$ cat config.mk
export PLATFORM = sky130hd
export DESIGN_NAME = length_prefixed_to_start_code
export DESIGN_NICKNAME = d
export VERILOG_FILES = /design/src/rtl/lpsc_pkg.sv /design/src/rtl/lpsc_front.sv /design/src/rtl/lpsc_fifo.sv /design/src/rtl/lpsc_back.sv /design/src/rtl/length_prefixed_to_start_code.sv
export SDC_FILE = /design/constraint.sdc
export NUM_CORES = 1
export LEC_CHECK = 0
export ABC_CLOCK_PERIOD_IN_PS = 4420
export CAP_MARGIN = 30
export CORE_ASPECT_RATIO = 1.75
export CORE_MARGIN = 2
export CORE_UTILIZATION = 35
export CTS_BUF_LIST = sky130_fd_sc_hd__clkbuf_8
export DETAILED_ROUTE_END_ITERATION = 12
export DONT_BUFFER_PORTS = 1
export GPL_TIMING_DRIVEN = 0
export PLACE_DENSITY = 0.48
export SLEW_MARGIN = 20
export SYNTH_ARGS = -nofsm -noshare
export SYNTH_HDL_FRONTEND = slang
export SYNTH_SLANG_ARGS = --single-unit
$ cat constraint.sdc
create_clock -name clk -period 4.42 [get_ports clk]
set_input_delay 0.442 -clock clk [delete_from_list [all_inputs] [get_ports clk]]
set_output_delay 0.442 -clock clk [all_outputs]
set_load 0.05 [all_outputs]
$ cat src/rtl/lpsc_pkg.sv
`timescale 1ns / 1ps
package lpsc_pkg;

  localparam int LENGTH_BITS_DEF = 32;
  localparam int FIFO_DEPTH      = 4;
  localparam int FIFO_AW         = $clog2(FIFO_DEPTH);
  localparam int PREFIX_W        = 3;

  localparam logic [PREFIX_W-1:0] PREFIX_RESET = 3'd4;
  localparam logic [PREFIX_W-1:0] PREFIX_MIN   = 3'd1;
  localparam logic [PREFIX_W-1:0] PREFIX_MAX   = 3'd4;

  localparam logic [7:0] SC_ZERO = 8'h00;
  localparam logic [7:0] SC_ONE  = 8'h01;

  typedef enum logic [1:0] {
    ST_OK    = 2'd0,
    ST_ZERO  = 2'd1,
    ST_TRUNC = 2'd2
  } status_t;

  // what the back end must emit for one input word
  typedef enum logic [1:0] {
    CMD_START,     // 00 00 00 01
    CMD_BYTE,      // payload byte
    CMD_BYTE_END,  // payload byte, then end marker
    CMD_END        // end marker only
  } cmd_kind_t;

  typedef struct packed {
    cmd_kind_t  kind;
    logic [7:0] data;
    status_t    status;
  } cmd_t;

  localparam logic [1:0] START_LAST_IDX = 2'd3;
  localparam logic [1:0] BYTE_END_IDX   = 2'd1;

endpackage

$ cat src/rtl/lpsc_front.sv
`timescale 1ns / 1ps
module lpsc_front #(
  parameter int LENGTH_BITS = lpsc_pkg::LENGTH_BITS_DEF
) (
  input  logic                           clk,
  input  logic                           rst_n,
  input  logic                           cfg_valid,
  output logic                           cfg_ready,
  input  logic [lpsc_pkg::PREFIX_W-1:0]  cfg_data,
  input  logic                           in_tvalid,
  output logic                           in_tready,
  input  logic [7:0]                     in_tdata,
  input  logic                           in_tlast,
  input  logic                           q_full,
  output logic                           q_push,
  output lpsc_pkg::cmd_t                 q_cmd
);

  typedef enum logic [1:0] {
    PH_PREFIX,
    PH_PAYLOAD,
    PH_DISCARD
  } phase_t;

  phase_t                        phase_r, phase_nxt;
  logic [2:0]                    cnt_r, cnt_nxt;
  logic [LENGTH_BITS-1:0]        acc_r, acc_nxt;
  logic [LENGTH_BITS-1:0]        rem_r, rem_nxt;
  lpsc_pkg::status_t             err_r, err_nxt;
  logic [lpsc_pkg::PREFIX_W-1:0] prefix_r;

  logic [lpsc_pkg::PREFIX_W-1:0] eff;
  logic [LENGTH_BITS+7:0]        acc_cat;
  logic [LENGTH_BITS-1:0]        acc_new;
  logic [2:0]                    cnt_inc;
  logic [LENGTH_BITS-1:0]        rem_dec;
  logic                          accept;

  assign cfg_ready = 1'b1;
  assign in_tready = !q_full;
  assign accept    = in_tvalid && in_tready;

  always_comb begin
    if (prefix_r == '0) begin
      eff = lpsc_pkg::PREFIX_MIN;
    end else if (prefix_r > lpsc_pkg::PREFIX_MAX) begin
      eff = lpsc_pkg::PREFIX_MAX;
    end else begin
      eff = prefix_r;
    end
  end

  // lengths that overflow the accumulator stick at all ones
  assign acc_cat = {acc_r, in_tdata};
  assign acc_new = (acc_r[LENGTH_BITS-1 -: 8] != 8'd0) ? '1 : acc_cat[LENGTH_BITS-1:0];
  assign cnt_inc = (cnt_r != 3'd7) ? cnt_r + 3'd1 : cnt_r;
  assign rem_dec = (rem_r != '0) ? rem_r - LENGTH_BITS'(1) : rem_r;

  always_comb begin
    phase_nxt     = phase_r;
    cnt_nxt       = cnt_r;
    acc_nxt       = acc_r;
    rem_nxt       = rem_r;
    err_nxt       = err_r;
    q_push        = 1'b0;
    q_cmd.kind    = lpsc_pkg::CMD_END;
    q_cmd.data    = in_tdata;
    q_cmd.status  = lpsc_pkg::ST_OK;
    if (accept) begin
      unique case (phase_r)
        PH_PREFIX: begin
          acc_nxt = acc_new;
          cnt_nxt = cnt_inc;
          if (cnt_inc < eff) begin
            if (in_tlast) begin
              q_push       = 1'b1;
              q_cmd.status = lpsc_pkg::ST_TRUNC;
            end
          end else if (acc_new == '0) begin
            cnt_nxt = 3'd0;
            if (in_tlast) begin
              q_push       = 1'b1;
              q_cmd.status = lpsc_pkg::ST_ZERO;
            end else begin
              phase_nxt = PH_DISCARD;
              err_nxt   = lpsc_pkg::ST_ZERO;
            end
          end else if (in_tlast) begin
            q_push       = 1'b1;
            q_cmd.status = lpsc_pkg::ST_TRUNC;
          end else begin
            rem_nxt    = acc_new;
            acc_nxt    = '0;
            cnt_nxt    = 3'd0;
            phase_nxt  = PH_PAYLOAD;
            q_push     = 1'b1;
            q_cmd.kind = lpsc_pkg::CMD_START;
          end
        end
        PH_PAYLOAD: begin
          q_push  = 1'b1;
          rem_nxt = rem_dec;
          if (in_tlast) begin
            q_cmd.kind   = lpsc_pkg::CMD_BYTE_END;
            q_cmd.status = (rem_dec != '0) ? lpsc_pkg::ST_TRUNC : lpsc_pkg::ST_OK;
          end else begin
            q_cmd.kind = lpsc_pkg::CMD_BYTE;
            if (rem_dec == '0) begin
              phase_nxt = PH_PREFIX;
              cnt_nxt   = 3'd0;
              acc_nxt   = '0;
            end
          end
        end
        default: begin
          if (in_tlast) begin
            q_push       = 1'b1;
            q_cmd.status = err_r;
          end
        end
      endcase
      // every frame end returns the parser to a clean state
      if (in_tlast) begin
        phase_nxt = PH_PREFIX;
        cnt_nxt   = 3'd0;
        acc_nxt   = '0;
        rem_nxt   = '0;
        err_nxt   = lpsc_pkg::ST_OK;
      end
    end
  end

  always_ff @(posedge clk) begin
    if (!rst_n) begin
      phase_r  <= PH_PREFIX;
      cnt_r    <= 3'd0;
      acc_r    <= '0;
      rem_r    <= '0;
      err_r    <= lpsc_pkg::ST_OK;
      prefix_r <= lpsc_pkg::PREFIX_RESET;
    end else begin
      phase_r <= phase_nxt;
      cnt_r   <= cnt_nxt;
      acc_r   <= acc_nxt;
      rem_r   <= rem_nxt;
      err_r   <= err_nxt;
      if (cfg_valid && cfg_ready) begin
        prefix_r <= cfg_data;
      end
    end
  end

endmodule

$ cat src/rtl/lpsc_fifo.sv
`timescale 1ns / 1ps
module lpsc_fifo (
  input  logic           clk,
  input  logic           rst_n,
  input  logic           push,
  input  lpsc_pkg::cmd_t wr_cmd,
  input  logic           pop,
  output lpsc_pkg::cmd_t rd_cmd,
  output logic           full,
  output logic           empty
);

  localparam int AW = lpsc_pkg::FIFO_AW;

  lpsc_pkg::cmd_t mem_r [lpsc_pkg::FIFO_DEPTH];
  logic [AW:0]    wr_ptr_r, wr_ptr_nxt;
  logic [AW:0]    rd_ptr_r, rd_ptr_nxt;

  assign empty  = (wr_ptr_r == rd_ptr_r);
  assign full   = (wr_ptr_r[AW] != rd_ptr_r[AW]) && (wr_ptr_r[AW-1:0] == rd_ptr_r[AW-1:0]);
  assign rd_cmd = mem_r[rd_ptr_r[AW-1:0]];

  assign wr_ptr_nxt = wr_ptr_r + (AW+1)'(push && !full);
  assign rd_ptr_nxt = rd_ptr_r + (AW+1)'(pop && !empty);

  always_ff @(posedge clk) begin
    if (push && !full) begin
      mem_r[wr_ptr_r[AW-1:0]] <= wr_cmd;
    end
  end

  always_ff @(posedge clk) begin
    if (!rst_n) begin
      wr_ptr_r <= '0;
      rd_ptr_r <= '0;
    end else begin
      wr_ptr_r <= wr_ptr_nxt;
      rd_ptr_r <= rd_ptr_nxt;
    end
  end

endmodule

$ cat src/rtl/lpsc_back.sv
`timescale 1ns / 1ps
module lpsc_back (
  input  logic           clk,
  input  logic           rst_n,
  input  logic           q_empty,
  input  lpsc_pkg::cmd_t q_cmd,
  output logic           q_pop,
  output logic           out_tvalid,
  input  logic           out_tready,
  output logic [15:0]    out_tdata,
  output logic           out_tlast
);

  logic               valid_r;
  logic [7:0]         data_r;
  logic               end_r;
  lpsc_pkg::status_t  status_r;
  logic [1:0]         idx_r, idx_nxt;

  logic               load;
  logic [7:0]         w_data;
  logic               w_end;
  lpsc_pkg::status_t  w_status;
  logic               w_final;

  // expand one command into its output words, one word per cycle while out_tready is high
  always_comb begin
    w_data   = q_cmd.data;
    w_end    = 1'b0;
    w_status = lpsc_pkg::ST_OK;
    w_final  = 1'b1;
    unique case (q_cmd.kind)
      lpsc_pkg::CMD_START: begin
        w_data  = (idx_r == lpsc_pkg::START_LAST_IDX) ? lpsc_pkg::SC_ONE : lpsc_pkg::SC_ZERO;
        w_final = (idx_r == lpsc_pkg::START_LAST_IDX);
      end
      lpsc_pkg::CMD_BYTE: begin
        w_final = 1'b1;
      end
      lpsc_pkg::CMD_BYTE_END: begin
        if (idx_r == lpsc_pkg::BYTE_END_IDX) begin
          w_data   = 8'd0;
          w_end    = 1'b1;
          w_status = q_cmd.status;
        end else begin
          w_final = 1'b0;
        end
      end
      lpsc_pkg::CMD_END: begin
        w_data   = 8'd0;
        w_end    = 1'b1;
        w_status = q_cmd.status;
      end
      default: begin
        w_final = 1'b1;
      end
    endcase
  end

  assign load    = !valid_r || out_tready;
  assign q_pop   = load && !q_empty && w_final;
  assign idx_nxt = (load && !q_empty) ? (w_final ? 2'd0 : idx_r + 2'd1) : idx_r;

  always_ff @(posedge clk) begin
    if (!rst_n) begin
      valid_r <= 1'b0;
      idx_r   <= 2'd0;
    end else begin
      idx_r <= idx_nxt;
      if (load) begin
        valid_r <= !q_empty;
      end
    end
  end

  always_ff @(posedge clk) begin
    if (load && !q_empty) begin
      data_r   <= w_data;
      end_r    <= w_end;
      status_r <= w_status;
    end
  end

  assign out_tvalid = valid_r;
  assign out_tdata  = {6'd0, status_r, data_r};
  assign out_tlast  = end_r;

endmodule

$ cat src/rtl/length_prefixed_to_start_code.sv
`timescale 1ns / 1ps
// Converts length-prefixed video units to start-code framing, one byte per word.
// in_*  : frame bytes; in_tlast marks the final byte of a frame.
// cfg_* : prefix length in bytes (1..4, 0 acts as 1, above 4 as 4), reset value 4;
//         write it only while no frame is in flight.
// out_* : start code bytes and payload bytes; each frame closes with one marker word
//         (out_tlast high, byte 0) whose status field is 0 ok, 1 zero unit length,
//         2 truncated unit. After an error the rest of the frame is dropped.
// Throughput: one input byte per cycle. A prefix turns into four output words, so
// the output side sets the sustained rate: a four-entry command queue between the
// parser and the output sequencer absorbs the start codes, and in_tready falls only
// once that queue is full.
// With the queue empty, an accepted byte is written into the command queue, then loaded
// into the output register, from which it is presented on out_*.
// Reset clears the parser, the queue and the output valid flag; out_tvalid is low.
// A stalled receiver holds the output word steady; the queue fills and then
// in_tready goes low until words drain.
module length_prefixed_to_start_code #(
  parameter int LENGTH_BITS = lpsc_pkg::LENGTH_BITS_DEF
) (
  input  logic                          clk,
  input  logic                          rst_n,
  input  logic                          cfg_valid,
  output logic                          cfg_ready,
  input  logic [lpsc_pkg::PREFIX_W-1:0] cfg_data,
  input  logic                          in_tvalid,
  output logic                          in_tready,
  input  logic [7:0]                    in_tdata,   // data_in[7:0]
  input  logic                          in_tlast,
  output logic                          out_tvalid,
  input  logic                          out_tready,
  output logic [15:0]                   out_tdata,  // data_out[7:0], frame_status[9:8]
  output logic                          out_tlast
);

  logic           q_push;
  logic           q_pop;
  logic           q_full;
  logic           q_empty;
  lpsc_pkg::cmd_t q_wr_cmd;
  lpsc_pkg::cmd_t q_rd_cmd;

  lpsc_front #(
    .LENGTH_BITS (LENGTH_BITS)
  ) u_front (
    .clk       (clk),
    .rst_n     (rst_n),
    .cfg_valid (cfg_valid),
    .cfg_ready (cfg_ready),
    .cfg_data  (cfg_data),
    .in_tvalid (in_tvalid),
    .in_tready (in_tready),
    .in_tdata  (in_tdata),
    .in_tlast  (in_tlast),
    .q_full    (q_full),
    .q_push    (q_push),
    .q_cmd     (q_wr_cmd)
  );

  lpsc_fifo u_fifo (
    .clk    (clk),
    .rst_n  (rst_n),
    .push   (q_push),
    .wr_cmd (q_wr_cmd),
    .pop    (q_pop),
    .rd_cmd (q_rd_cmd),
    .full   (q_full),
    .empty  (q_empty)
  );

  lpsc_back u_back (
    .clk        (clk),
    .rst_n      (rst_n),
    .q_empty    (q_empty),
    .q_cmd      (q_rd_cmd),
    .q_pop      (q_pop),
    .out_tvalid (out_tvalid),
    .out_tready (out_tready),
    .out_tdata  (out_tdata),
    .out_tlast  (out_tlast)
  );

endmodule

Word level (Yosys, flattened, before mapping)
Memories as Yosys holds them, arrays and structs flattened. A register that Yosys moved wholly into a read port is not among the register bits.
Index checks and enable logic that the tools add are counted.
Word-level totals
  memories: 1
  RAM bits: 48
  register bits after elaboration: 94
  input port bits: 17
  output and inout bits: 20
  word-level logic and storage cells: 118
Cells by class
  $add $sub $neg: 5
  $lt $le $gt $ge: 2
  reduce and logical (&&, ||, !) cells: 25
  muxes and demuxes: 59
  equality and inequality tests: 13
Memory list
  u_fifo.mem_r: depth 4, bits a word 12, read ports 1, clocked after memory_dff 1, write ports 1, line lpsc_fifo.sv:15  | lpsc_pkg::cmd_t mem_r [lpsc_pkg::FIFO_DEPTH];
Operators by type and width (count)
  $mux W32: 9
  $pmux W32 S2: 2
  $logic_not A32 Y1: 2
  $reduce_bool A32 Y1: 2
  $mux W2: 23
  $sub A32 B1 Y32 const B: 1
  $pmux W8 S3: 1
  $mux W3: 6
  $pmux W2 S2: 4
  $reduce_and A4 Y1: 3
  $mux W1: 9
  $ne A3 B3 Y1 const B: 3
  $mux W8: 1
  $reduce_bool A8 Y1: 1
  $add A3 B1 Y3: 2
  $eq A2 B2 Y1 const B: 3
  $logic_and A1 B1 Y1: 6
  $pmux W1 S2: 3
  $pmux W3 S2: 1
  $eq A2 B1 Y1 const B: 2
  $logic_not A2 Y1: 2
  $reduce_bool A2 Y1: 2
  $add A3 B1 Y3 const B: 1
  $eq A3 B3 Y1: 1
  other kinds (12): 14

Logic depth before layout (Yosys ltp)
Gate-level depths: netlist of run 1.
  word-level depth: 10
  depth in mapped cells: 16
  gate-level depth less buffers: 14

Modules after synthesis
From an unflattened synthesis of run 1, not the netlist that was laid out.
Unflattened totals
  cells, all modules: 892
  area total of the unflattened synthesis: 7815.0 sq um
Modules (own cells, without submodules)
  lpsc_front: cells an instance 738, area each 5037.3 sq um, sequential area each 1461.4 sq um, times used 1
  lpsc_fifo: cells an instance 101, area each 2125.8 sq um, sequential area each 1561.5 sq um, times used 1
  lpsc_back: cells an instance 53, area each 651.9 sq um, sequential area each 390.4 sq um, times used 1

Worst setup path before layout of run 1
OpenSTA, ideal clock, no wires.
  path type: flip-flop to flip-flop
  start point: register u_front.cnt_r[0]
  end point: memory u_fifo.mem_r[1][0] (netlist name), enable pin
  arrival: 3.465 ns
  slack: 0.556 ns
  required time: 4.021 ns
  library setup time: 0.399 ns
  cell stages (with the launch flop): 13
  clock period less this slack: 3.864 ns
  buffers on the path: 2
  path through: dfxtp_1 -> ha_1 -> nand2_1 -> mux2_2 -> ha_1 -> o41a_1 -> o21ai_0 -> a21oi_1 -> o21ai_0 -> a21o_1 -> clkbuf_1 -> buf_1 -> nor3b_1
Between the ends
  longest elaborated chain between the ends: 9
  elaborated cells between the ends (all ways): 10
  classes of those cells: add/sub: 1; order compare: 1; eq/ne: 1; mux: 6; reduce/logical: 1
Ends and longest elaborated chain
  start, declared: line lpsc_front.sv:26  | logic [2:0] cnt_r, cnt_nxt;
  start signal, assigned: line lpsc_front.sv:143  | cnt_r <= cnt_nxt;
  $add A3 B1 Y3 / $ne A3 B3 Y1 (equally long branches): line lpsc_front.sv:56  | assign cnt_inc = (cnt_r != 3'd7) ? cnt_r + 3'd1 : cnt_r;
  $mux W3 *: line lpsc_front.sv:56
  $lt A3 B3 Y1 *: line lpsc_front.sv:74  | if (cnt_inc < eff) begin
  $mux W1 *: line lpsc_front.sv:74
  $pmux W1 S2 *: line lpsc_front.sv:70  | unique case (phase_r)
  $mux W1 *: line lpsc_front.sv:69  | if (accept) begin
  $logic_and A1 B1 Y1 *: line lpsc_fifo.sv:27  | if (push && !full) begin
  $mux W1 *: line lpsc_fifo.sv:27
  $mux W1 (implied by the code) *: line lpsc_fifo.sv:28  | mem_r[wr_ptr_r[AW-1:0]] <= wr_cmd;
  end, declared: line lpsc_fifo.sv:15
Every way passes the cells marked *; elsewhere a longest branch is shown, timed or not.

Final worst setup path of run 1
  start point: register u_front.rem_r[0]
  end point: register u_front.acc_r[19]
Between the ends
  longest elaborated chain between the ends: 5
  elaborated cells between the ends (all ways): 6
  classes of those cells: add/sub: 1; eq/ne: 1; mux: 1; reduce/logical: 3
Ends and longest elaborated chain
  start, declared: line lpsc_front.sv:28  | logic [LENGTH_BITS-1:0] rem_r, rem_nxt;
  start signal, assigned: line lpsc_front.sv:145  | rem_r <= rem_nxt;
  $sub A32 B1 Y32 / $reduce_bool A32 Y1 (equally long branches): line lpsc_front.sv:57  | assign rem_dec = (rem_r != '0) ? rem_r - LENGTH_BITS'(1) : rem_r;
  $mux W32 *: line lpsc_front.sv:57
  $logic_not A32 Y1 *: line lpsc_front.sv:108  | if (rem_dec == '0) begin
  $ne A3 B2 Y1 (no line) *
  $reduce_and A3 Y1 (no line) *
  end signal, assigned: line lpsc_front.sv:144  | acc_r <= acc_nxt;
  end, declared: line lpsc_front.sv:27  | logic [LENGTH_BITS-1:0] acc_r, acc_nxt;
Marked as above.
A chain may end at the register's enable or synchronous reset.

==> flow_summary_export.csv, run 1 <==
group,metric,value,unit
synthesis,synth-seq-area-share,0.4747,
synthesis,yosysTopAreaCellShare,0.2464,
floorplanning,num_io_pins,37,
drt,drt-pass1-iter-count,5,
sta,finalMaxSlewViolations,0,
grt,grt_pass1_wl,37100,µm
clocking,cts_hold_repair.buffers,0,
finish,syn2layout_area_growth,10.35,%
clocking,cts.sink_count,141,
floorplanning,die_h,193.6,µm
sta,max_freq,0.2411,GHz
sta,finalCriticalPeriod,4.148,ns
grt,grt_antenna_before_repair,0,
synthesis,synth-edff-count,59,
clocking,cts_tree,"done",
finish,mostFrequentLayoutCells,"dfxtp_1 (82), o21ai_0 (80), a21oi_1 (65)",
pwr,leakagePower,2.737,nW
synthesis,syn_avg_cell_area,9.437,µm²
clocking,clkTransAtPathRegs,0.08,ns
drt,drtAntennaViolNets,0,
outcome,outcome,"finished clean",
floorplanning,core_area,20200,µm²
sta,post-route-period-util,0.9385,
hold_path,min_path_cells,0,
clocking,cts_buffers,17,
critical_path,worstPathRequired,4.75,ns
sta,setup_viol,0,
critical_path,path_class,"flop to flop",
critical_path,crit_arrival,4.48,ns
floorplanning,start_util,0.3559,
clocking,clkLatencyLatePin,0.46,ns
sta,tns,0,ns
synthesis,async_reset_ff_frac,0,
grt,track_usage,0.2288,
pwr,power,4.918,mW
placed_design,hpwl,19310,µm
drt,wl,24750,µm
critical_path,start_kind,"flop",
drt,first_iter_violations,556,
floorplanning,num_rows,69,
sta,finClkSkew,0.01278,ns
placed_design,portBuffers,0,
clocking,cts_max_level,4,
placed_design,place_congestion,0.9927,
synthesis,syn_area,7191,µm²
synthesis,yosysUniqueCellTypes,61,
synthesis,synth_cells,762,
drt,viasPerCell,5.948,
finish,final_nets,817,
finish,drive_gt1_frac,0.1160,
critical_path,r2r_slack,0.27,ns
clocking,postCtsSetupBuffers,0,
pwr,power.density,619.7,nW/µm²
synthesis,synthTopCellsByArea,"edfxtp_1 (25%), dfxtp_1 (23%), o21ai_0 (5.6%)",
floorplanning,die_w,112.4,µm
critical_path,crit_fanout,10,
synthesis,yosysWarnings,0,
sta,rsz0062_at_grt,"no",
drt,vias,6245,
finish,final_common_cell,"dfxtp_1",
clocking,clk_path_buf_depth,2,
floorplanning,die_area,21750,µm²
hold_path,worstHoldPathType,"primary input to flop",
critical_path,cp-end-kind,"flop",
synthesis,synth_top_cell_by_area,"edfxtp_1",
drt,wl_per_cell,23.57,µm
grt,grt_overflow,0,
sta,tightest_slew,0.9736,ns
clocking,root_buffer,"clkbuf_8",
flow_run,drv_cap,0,
sta,max-slew-margin-rel,0.3509,
grt,grt_pass1_vias,6298,
sta,hold_viol,0,
critical_path,r2r.worst_path.cells,13,
drt,drc,0,
pwr,worst_ir_drop_vdd,378.5,µV
synthesis,synth-seq-cells,141,
finish,num_antenna_cells,0,
grt,grt_max_degree,17,
synthesis,ys.flop_type,"dfxtp_1",
-- synth_stat cells, types with 7 or more instances --
master	number
edfxtp_1	59
buf_4	7
xor2_1	8
nor2b_1	11
a21oi_1	66
ha_1	11
or3_1	38
o21ai_1	32
nand4_1	7
dfxtp_1	82
nor4_1	19
clkbuf_1	45
nor3_1	16
mux4_2	12
nand2_1	49
nor2_1	50
o31ai_1	19
o21ai_0	80
nand3_1	24
inv_1	13
-- cells by family (layout without fill, tap and decap cells) --
group / after synthesis / count (layout) / share of synthesized area
xor+xnor: 13 / 13 / 0.01583
flops: 141 / 141 / 0.4747
other cells: 2 / 7 / 0.001044
mux: 19 / 19 / 0.04750
buf+inv: 78 / 113 / 0.04837
simple gates: 257 / 257 / 0.1996
compound gates: 241 / 241 / 0.1938
fa+ha+maj: 11 / 11 / 0.01914
-- registers in the layout, summed over array words and instances, names as in the netlist --
signal / count
u_back.out_tlast: 1
u_back.status_r: 2
u_front.acc_r: 32
u_back.out_tvalid: 1
u_fifo.rd_ptr_r: 3
u_back.data_r: 8
u_front.prefix_r: 3
u_front.rem_r: 32
u_front.err_r: 1
u_front.cnt_r: 3
u_front.phase_r: 2
u_back.idx_r: 2
u_fifo.mem_r: 48
u_fifo.wr_ptr_r: 3
-- critical path: stages (launching register included) --
cell and delay, ns:
dfxtp_1 0.49, inv_1 0.13, ha_1 0.21, nor3b_1 0.18, nand4_1 0.29, clkbuf_1 0.45, o21ai_0 0.22, o41ai_1 0.53
nand3_1 0.19, nor4_2 0.62, a21oi_4 0.23, buf_2 0.25, o21ai_1 0.15, a21oi_1 0.08
-- metal layers --
layer / wire [µm] / global-route usage
met4: 2052 / 0.1793
met3: 1163 / 0.04126
met2: 13460 / 0.4306
met1: 8075 / 0.2097
met5: 0 / 0
-- final cells by class --
type / count / area (µm²)
plain buffers: 62 / 291.5
clock inverters: 15 / 125.1
fillers: 2061 / 12270
multi-input cells: 548 / 3473
flip-flops and latches: 141 / 3413
well taps: 248 / 310.3
clock buffers: 17 / 234.0
inverters: 15 / 56.30
repair buffers: 4 / 31.28
-- report_power, final --
group / leakage [nW] / switching, mW / internal (mW)
clock network: 0.177 / 0.532 / 0.441
logic: 1.34 / 1.41 / 0.642
registers: 1.21 / 0.332 / 1.56
total: 2.74 / 2.27 / 2.64
-- final timing paths --
kind                                   startpoint                  to
worst max-delay path             u_front.rem_r[0]   u_front.acc_r[19]
worst min-delay path                  in_tdata[5]  u_fifo.mem_r[0][7]
worst max register to register   u_front.rem_r[0]   u_front.acc_r[19]
worst min register to register  u_front.acc_r[29]   u_front.acc_r[29]
-- what timing repair did --
item	CTS	global route
pin swaps	0	0
gates cloned	0	0
setup endpoints to repair	42	14
resized for setup	6	0
-- per-stage QoR --
step / util / hold slack [ns] / area [µm²] / worst slack [ns] / cells
after floorplan: - / 0.4371 / 7209 / 0.5558 / 767
after global placement: 0.3722 / 0.4629 / 7520 / -1.125 / 1015
after detailed placement: 0.3743 / 0.4686 / 7561 / -0.5456 / 1018
after CTS: 0.3927 / 0.04444 / 7934 / 0.05709 / 1050
after global routing: 0.3928 / 0.04106 / 7935 / 0.05432 / 1050
final: 0.3928 / 0.07296 / 7935 / 0.2716 / 1050
Power figures use the tool's default switching activity.
==> inputs of run 2 (changes only) <==
--- a/config.mk
+++ b/config.mk
@@ -6,5 +6,5 @@
 export NUM_CORES = 1
 export LEC_CHECK = 0
-export ABC_CLOCK_PERIOD_IN_PS = 4420
+export ABC_CLOCK_PERIOD_IN_PS = 5050
 export CAP_MARGIN = 30
 export CORE_ASPECT_RATIO = 1.75
==> constraint.sdc (replaced) <==
create_clock -name clk -period 5.05 [get_ports clk]
set_input_delay 0.7575 -clock clk [delete_from_list [all_inputs] [get_ports clk]]
set_output_delay 0.7575 -clock clk [all_outputs]
set_load 0.05 [all_outputs]
==> run 2 against run 1 <==
Effect of this change: sequential cell count stayed put; critical endpoint is now u_fifo.mem_r[2][6]; clock power is 12% lower; die area stayed put; global-route usage stayed put; total power is 12% lower.
==> flow_summary_export.csv, run 2 (same netlist as run 1, synthesis figures left out) <==
group,metric,value,unit
grt,grt_pass1_vias,6298,
finish,final_common_cell,"dfxtp_1",
finish,largest_reg_flops,48,
grt,track_usage,0.2288,
pwr,p_int,2.314,mW
drt,wl_per_cell,23.58,µm
finish,num_antenna_cells,0,
grt,grt_overflow,0,
grt,use_met3,0.04126,
floorplanning,num_io_pins,37,
sta,rsz0062_at_grt,"no",
sta,post-route-period-util,0.9442,
sta,max-slew-margin-rel,0.3179,
clocking,cts_buffers,17,
flow_run,drv_cap,0,
drt,drc,0,
finish,final_core_util,0.3922,
finish,regArea,3413,µm²
clocking,clkTransAtPathRegs,0.08,ns
placed_design,portBuffers,0,
clocking,postCtsSetupBuffers,0,
grt,grt_pass1_wl,37100,µm
drt,viasPerCell,5.953,
clocking,root_buffer,"clkbuf_8",
floorplanning,num_rows,69,
critical_path,worstPathRequired,5.14,ns
finish,drive_gt1_frac,0.1097,
grt,grt_use_met2,0.4306,
sta,finClkSkew,0.01376,ns
placed_design,hpwl,19310,µm
sta,max_freq,0.2097,GHz
critical_path,start_kind,"flop",
critical_path,crit_fanout,12,
pwr,worst_ir_drop_vdd,332.2,µV
finish,multi_input_area,3467,µm²
grt,grt_max_degree,17,
grt,grt_use_met1,0.2097,
pwr,power_switching_share,0.4627,
drt,drt-pass1-iter-count,5,
floorplanning,core_area,20200,µm²
critical_path,crit_arrival,4.86,ns
clocking,cts_max_level,4,
drt,wl,24760,µm
grt,grt_antenna_before_repair,0,
hold_path,worstHoldPathType,"primary input to flop",
sta,finalWorstSetupSlack,0.2819,ns
sta,hold_viol,0,
sta,tightest_slew,1.014,ns
pwr,seq_power_share,0.384,
drt,first_iter_violations,583,
pwr,power.density,543.4,nW/µm²
outcome,outcome,"finished clean",
sta,finalMaxSlewViolations,0,
sta,finalCriticalPeriod,4.768,ns
pwr,leakagePower,2.725,nW
finish,fin_cells,1050,
clocking,clkLatencyLatePin,0.46,ns
finish,syn2layout_area_growth,10.20,%
finish,mostFrequentLayoutCells,"dfxtp_1 (82), o21ai_0 (80), a21oi_1 (65)",
clocking,cts.sink_count,141,
placed_design,pre_cts_ws,0.08440,ns
floorplanning,die_h,193.6,µm
finish,fillers,2067,
drt,vias,6251,
drt,drtAntennaViolNets,0,
clocking,clk_path_buf_depth,2,
pwr,comb_power_share,0.417,
critical_path,path_class,"flop to flop",
floorplanning,die_area,21750,µm²
pwr,power.clock.fraction,0.198,
placed_design,place_congestion,0.9927,
floorplanning,start_util,0.3559,
pwr,switchingPower,1.992,mW
sta,setup_viol,0,
finish,final_nets,817,
critical_path,cp-end-kind,"flop",
clocking,cts_tree,"done",
grt,top_usage_layer,"met2",
placed_design,dp.cells,1018,
clocking,cts_hold_repair.buffers,0,
floorplanning,die_w,112.4,µm
## run 2: changes by cell type in the layout (fill, tap and decap cells not counted)
cell / change
nor2_4: -1
nor2_2: +1
and3_2: -1
buf_2: -1
clkbuf_1: +3
and3_1: +1
buf_1: +1
clkbuf_2: -3
## run 2: power by group through the flow
stage	sequential (mW)	clock [mW]	combinational (mW)
CTS	1.66	0.882	1.77
global placement	1.68	0	1.75
finish	1.66	0.854	1.80
global route	1.67	0.922	1.92
detailed placement	1.68	0	1.76
floorplan	1.64	0	1.20
## run 2: routing by layer
layer	up-vias	share of wire
li1	2900	-
met1	3012	0.33
met2	246	0.54
met3	93	0.045
met4	0	0.083
met5	-	0
## run 2: final timing paths
| check | start | to | slack (ns) | depth (start not counted) |
|---|---|---|---|---|
| worst max register to register | u_front.cnt_r[0] | u_fifo.mem_r[2][6] | 0.28 | 14 |
| worst min register to register | u_front.acc_r[29] | u_front.acc_r[29] | 0.48 | 2 |
| worst min-delay path | in_tdata[5] | u_fifo.mem_r[0][7] | 0.39 | 0 |
| worst max-delay path | u_front.cnt_r[0] | u_fifo.mem_r[2][6] | 0.28 | 14 |
## run 2: cell type report
class | instances | share of cell area
buffer | 63 | 0.03679
clock buffer | 17 | 0.02953
clock inverter | 15 | 0.01579
inverter | 15 | 0.007106
multi-input combinational | 548 | 0.4375
sequential | 141 | 0.4308
tap | 248 | 0.03916
timing repair buffer | 3 | 0.003316
## run 2: per-stage QoR
step | power [mW] | instance area [µm²] | setup TNS, ns | hold slack, ns
floorplan | 2.836 | 7209 | 0 | 0.4371
global placement | 3.429 | 7520 | -12.36 | 0.4629
detailed placement | 3.443 | 7561 | 0 | 0.4686
CTS | 4.306 | 7920 | 0 | 0.3599
global route | 4.520 | 7924 | 0 | 0.3566
finish | 4.306 | 7924 | 0 | 0.3911
## run 2: worst max-delay path: stages, from the launching register on
cell,delay [ns]
dfxtp_1,0.35
ha_1,0.26
nand2_1,0.10
mux2_2,0.36
ha_1,0.28
o41a_1,0.13
o21ai_0,0.17
a21oi_2,0.44
o21ai_0,0.14
a21o_1,0.19
clkbuf_1,0.32
inv_2,0.24
clkbuf_1,0.66
nand2_1,0.15
nor2_2,0.58
## run 2: timing repair
action	CTS	global route
gates resized for setup	0	1
endpoints found under the hold margin	0	0
endpoints found under the setup margin	0	24
==> inputs of run 3 (changes only) <==
Settings changed: ABC_AREA set to 1.
==> run 3 against run 2 <==
Effect of this change: total power fell by 3.0%; wire length rose by 3.0%; combinational power fell by 20%; synthesized cell count rose by 39%; worst setup slack improved by 0.86 ns; via count rose by 11%; fmax rose by 22%; clock power rose by 19%; count of clock-buffer cells in the layout did not move; cell area rose by 7.4%; critical path type unchanged.
==> flow_summary_export.csv, run 3 <==
group,metric,value,unit
grt,track_usage,0.2346,
finish,final_common_cell,"nor2_1",
sta,tns,0,ns
critical_path,start_kind,"flop",
grt,grt_pass1_wl,39650,µm
placed_design,pre_cts_ws,1.096,ns
clocking,clk_path_buf_depth,2,
grt,grt_overflow,0,
floorplanning,num_io_pins,37,
critical_path,path_class,"flop to flop",
clocking,cts_tree,"done",
synthesis,synth-seq-area-share,0.4470,
placed_design,hpwl,20640,µm
finish,final_core_util,0.3957,
clocking,cts_buffers,17,
synthesis,synthTopCellsByArea,"edfxtp_1 (23%), dfxtp_1 (21%), nor2_1 (13%)",
sta,rsz0062_at_grt,"no",
critical_path,worstPathRequired,5.39,ns
placed_design,dp.cells,1360,
floorplanning,die_area,23060,µm²
pwr,power.density,490.8,nW/µm²
clocking,cts_resized,0,
finish,syn2layout_area_growth,11.40,%
drt,wl,25510,µm
synthesis,synth_top_cell_by_area,"edfxtp_1",
finish,num_antenna_cells,0,
hold_path,min_path_cells,0,
critical_path,cp-end-kind,"flop",
critical_path,r2r_slack,1.14,ns
clocking,cts.sink_count,141,
grt,grt_max_degree,17,
synthesis,yosysTopAreaCellShare,0.2320,
critical_path,crit_fanout,10,
sta,finalMaxSlewViolations,0,
drt,first_iter_violations,510,
synthesis,syn_avg_cell_area,7.211,µm²
drt,wl_per_cell,18.33,µm
clocking,postCtsSetupBuffers,0,
synthesis,ys.flop_type,"dfxtp_1",
sta,hold_viol,0,
finish,fin_cells,1392,
hold_path,worstHoldPathType,"primary input to flop",
sta,finalWorstSetupSlack,1.144,ns
synthesis,synth_commonest_cells,"nor2_1 (273), nand2_1 (218), dfxtp_1 (82), inv_1 (78), o21ai_0 (67)",
grt,grt_pass1_vias,7020,
drt,drc,0,
synthesis,synth-edff-count,59,
synthesis,async_reset_ff_frac,0,
floorplanning,core_area,21500,µm²
pwr,power,4.175,mW
floorplanning,num_rows,71,
pwr,worst_ir_drop_vdd,160.8,µV
hold_path,min_from,"in_tdata[3]",
sta,tightest_slew,0.9247,ns
sta,max_freq,0.2560,GHz
floorplanning,die_h,199.4,µm
sta,max-slew-margin-rel,0.3770,
hold_path,min_delay_worst_endpoint,"u_fifo.mem_r[1][5]",
floorplanning,die_w,115.7,µm
finish,largest_reg_flops,48,
sta,finClkSkew,0.01551,ns
clocking,clkLatencyLatePin,0.47,ns
placed_design,portBuffers,0,
flow_run,drv_cap,0,
critical_path,critical_path.cell_chain,"buf_2 > xnor2_1 > nand3b_1 > nand2_1 > inv_1 > o21ai_0 > clkinv_1 > nand2_1 > inv_1 > clkbuf_1 > ha_1 > ha_1 > xnor2_1 > nor2_1",
floorplanning,start_util,0.3552,
clocking,root_buffer,"clkbuf_8",
drt,vias,6929,
synthesis,synth-seq-cells,141,
finish,drive_gt1_frac,0.06818,
sta,post-route-period-util,0.7735,
critical_path,crit_arrival,4.25,ns
drt,drt-pass1-iter-count,5,
finish,mostFrequentLayoutCells,"nor2_1 (273), nand2_1 (218), dfxtp_1 (82)",
finish,final_nets,1115,
grt,grt_antenna_before_repair,0,
clocking,clkTransAtPathRegs,0.08,ns
drt,drtAntennaViolNets,0,
pwr,leakagePower,3.570,nW
sta,setup_viol,0,
critical_path,slowest_delay,0.46,ns
critical_path,r2r-end,"u_fifo.wr_ptr_r[2]",
critical_path,r2r.worst_path.cells,14,
drt,viasPerCell,4.978,
placed_design,placed_area,8070,µm²
outcome,outcome,"finished clean",
placed_design,place_congestion,0.9532,
sta,whs,0.3838,ns
clocking,cts_max_level,4,
synthesis,yosysWarnings,0,
synthesis,syn_area,7636,µm²
finish,final_area,8507,µm²
clocking,cts_hold_repair.buffers,0,
critical_path,slowest_stage,"nand3b_1",
synthesis,yosysUniqueCellTypes,38,
synthesis,synthMostInstantiatedCell,"nor2_1",
synthesis,synth_cells,1059,
sta,finalCriticalPeriod,3.906,ns
critical_path,timing.rr.start,"u_fifo.rd_ptr_r[0]",
-- run 3: critical path, delay by kind of cell, from the launching register on --
kind / cells / cell delay [ns]
AO/OA/AOI/OAI: 1 / 0.10
flip-flops: 1 / 0.34
adder cells (fa/ha/maj): 2 / 0.54
AND/OR/NAND/NOR: 4 / 1.21
buffers and inverters: 5 / 1.26
XOR/XNOR: 2 / 0.32
-- run 3: routing by layer --
metal  track usage  routed length, µm  up-vias
met5             0                  0        -
met4        0.1772               2107        0
met3       0.04125                738       86
met2        0.4488              13950      165
met1        0.2119               8715     3151
li1              -                  -     3527
-- run 3: where the power goes --
part	switching, mW	internal [mW]
logic	1.02	0.415
registers	0.309	1.41
clock network	0.439	0.578
-- run 3: how the worst max path moves through the flow --
stage | start | endpoint | cells past startpoint
floorplan | u_front.cnt_r[0] | u_fifo.mem_r[0][0] | 11
global placement | u_fifo.rd_ptr_r[0] | u_fifo.mem_r[3][5] | 10
detailed placement | u_fifo.rd_ptr_r[0] | u_fifo.wr_ptr_r[2] | 14
CTS | u_fifo.rd_ptr_r[0] | u_fifo.wr_ptr_r[2] | 14
global route | u_fifo.rd_ptr_r[0] | u_fifo.wr_ptr_r[2] | 14
finish | u_fifo.rd_ptr_r[0] | u_fifo.wr_ptr_r[2] | 14
-- run 3: kinds of logic after synthesis --
kind of cell,share of synthesized area
flops,0.4470
buf+inv,0.07521
simple gates,0.3372
compound gates,0.1052
mux,0.001475
other cells,0.0009835
xor+xnor,0.01491
fa+ha+maj,0.01802
-- run 3: layout make-up --
class / instances / area [µm²]
fillers: 2373 / 12990
clock buffers: 17 / 234.0
repair buffers: 4 / 30.03
inverters: 81 / 309.0
multi-input cells: 788 / 3687
plain buffers: 54 / 265.3
well taps: 292 / 365.4
clock inverters: 15 / 202.7
flip-flops and latches: 141 / 3413
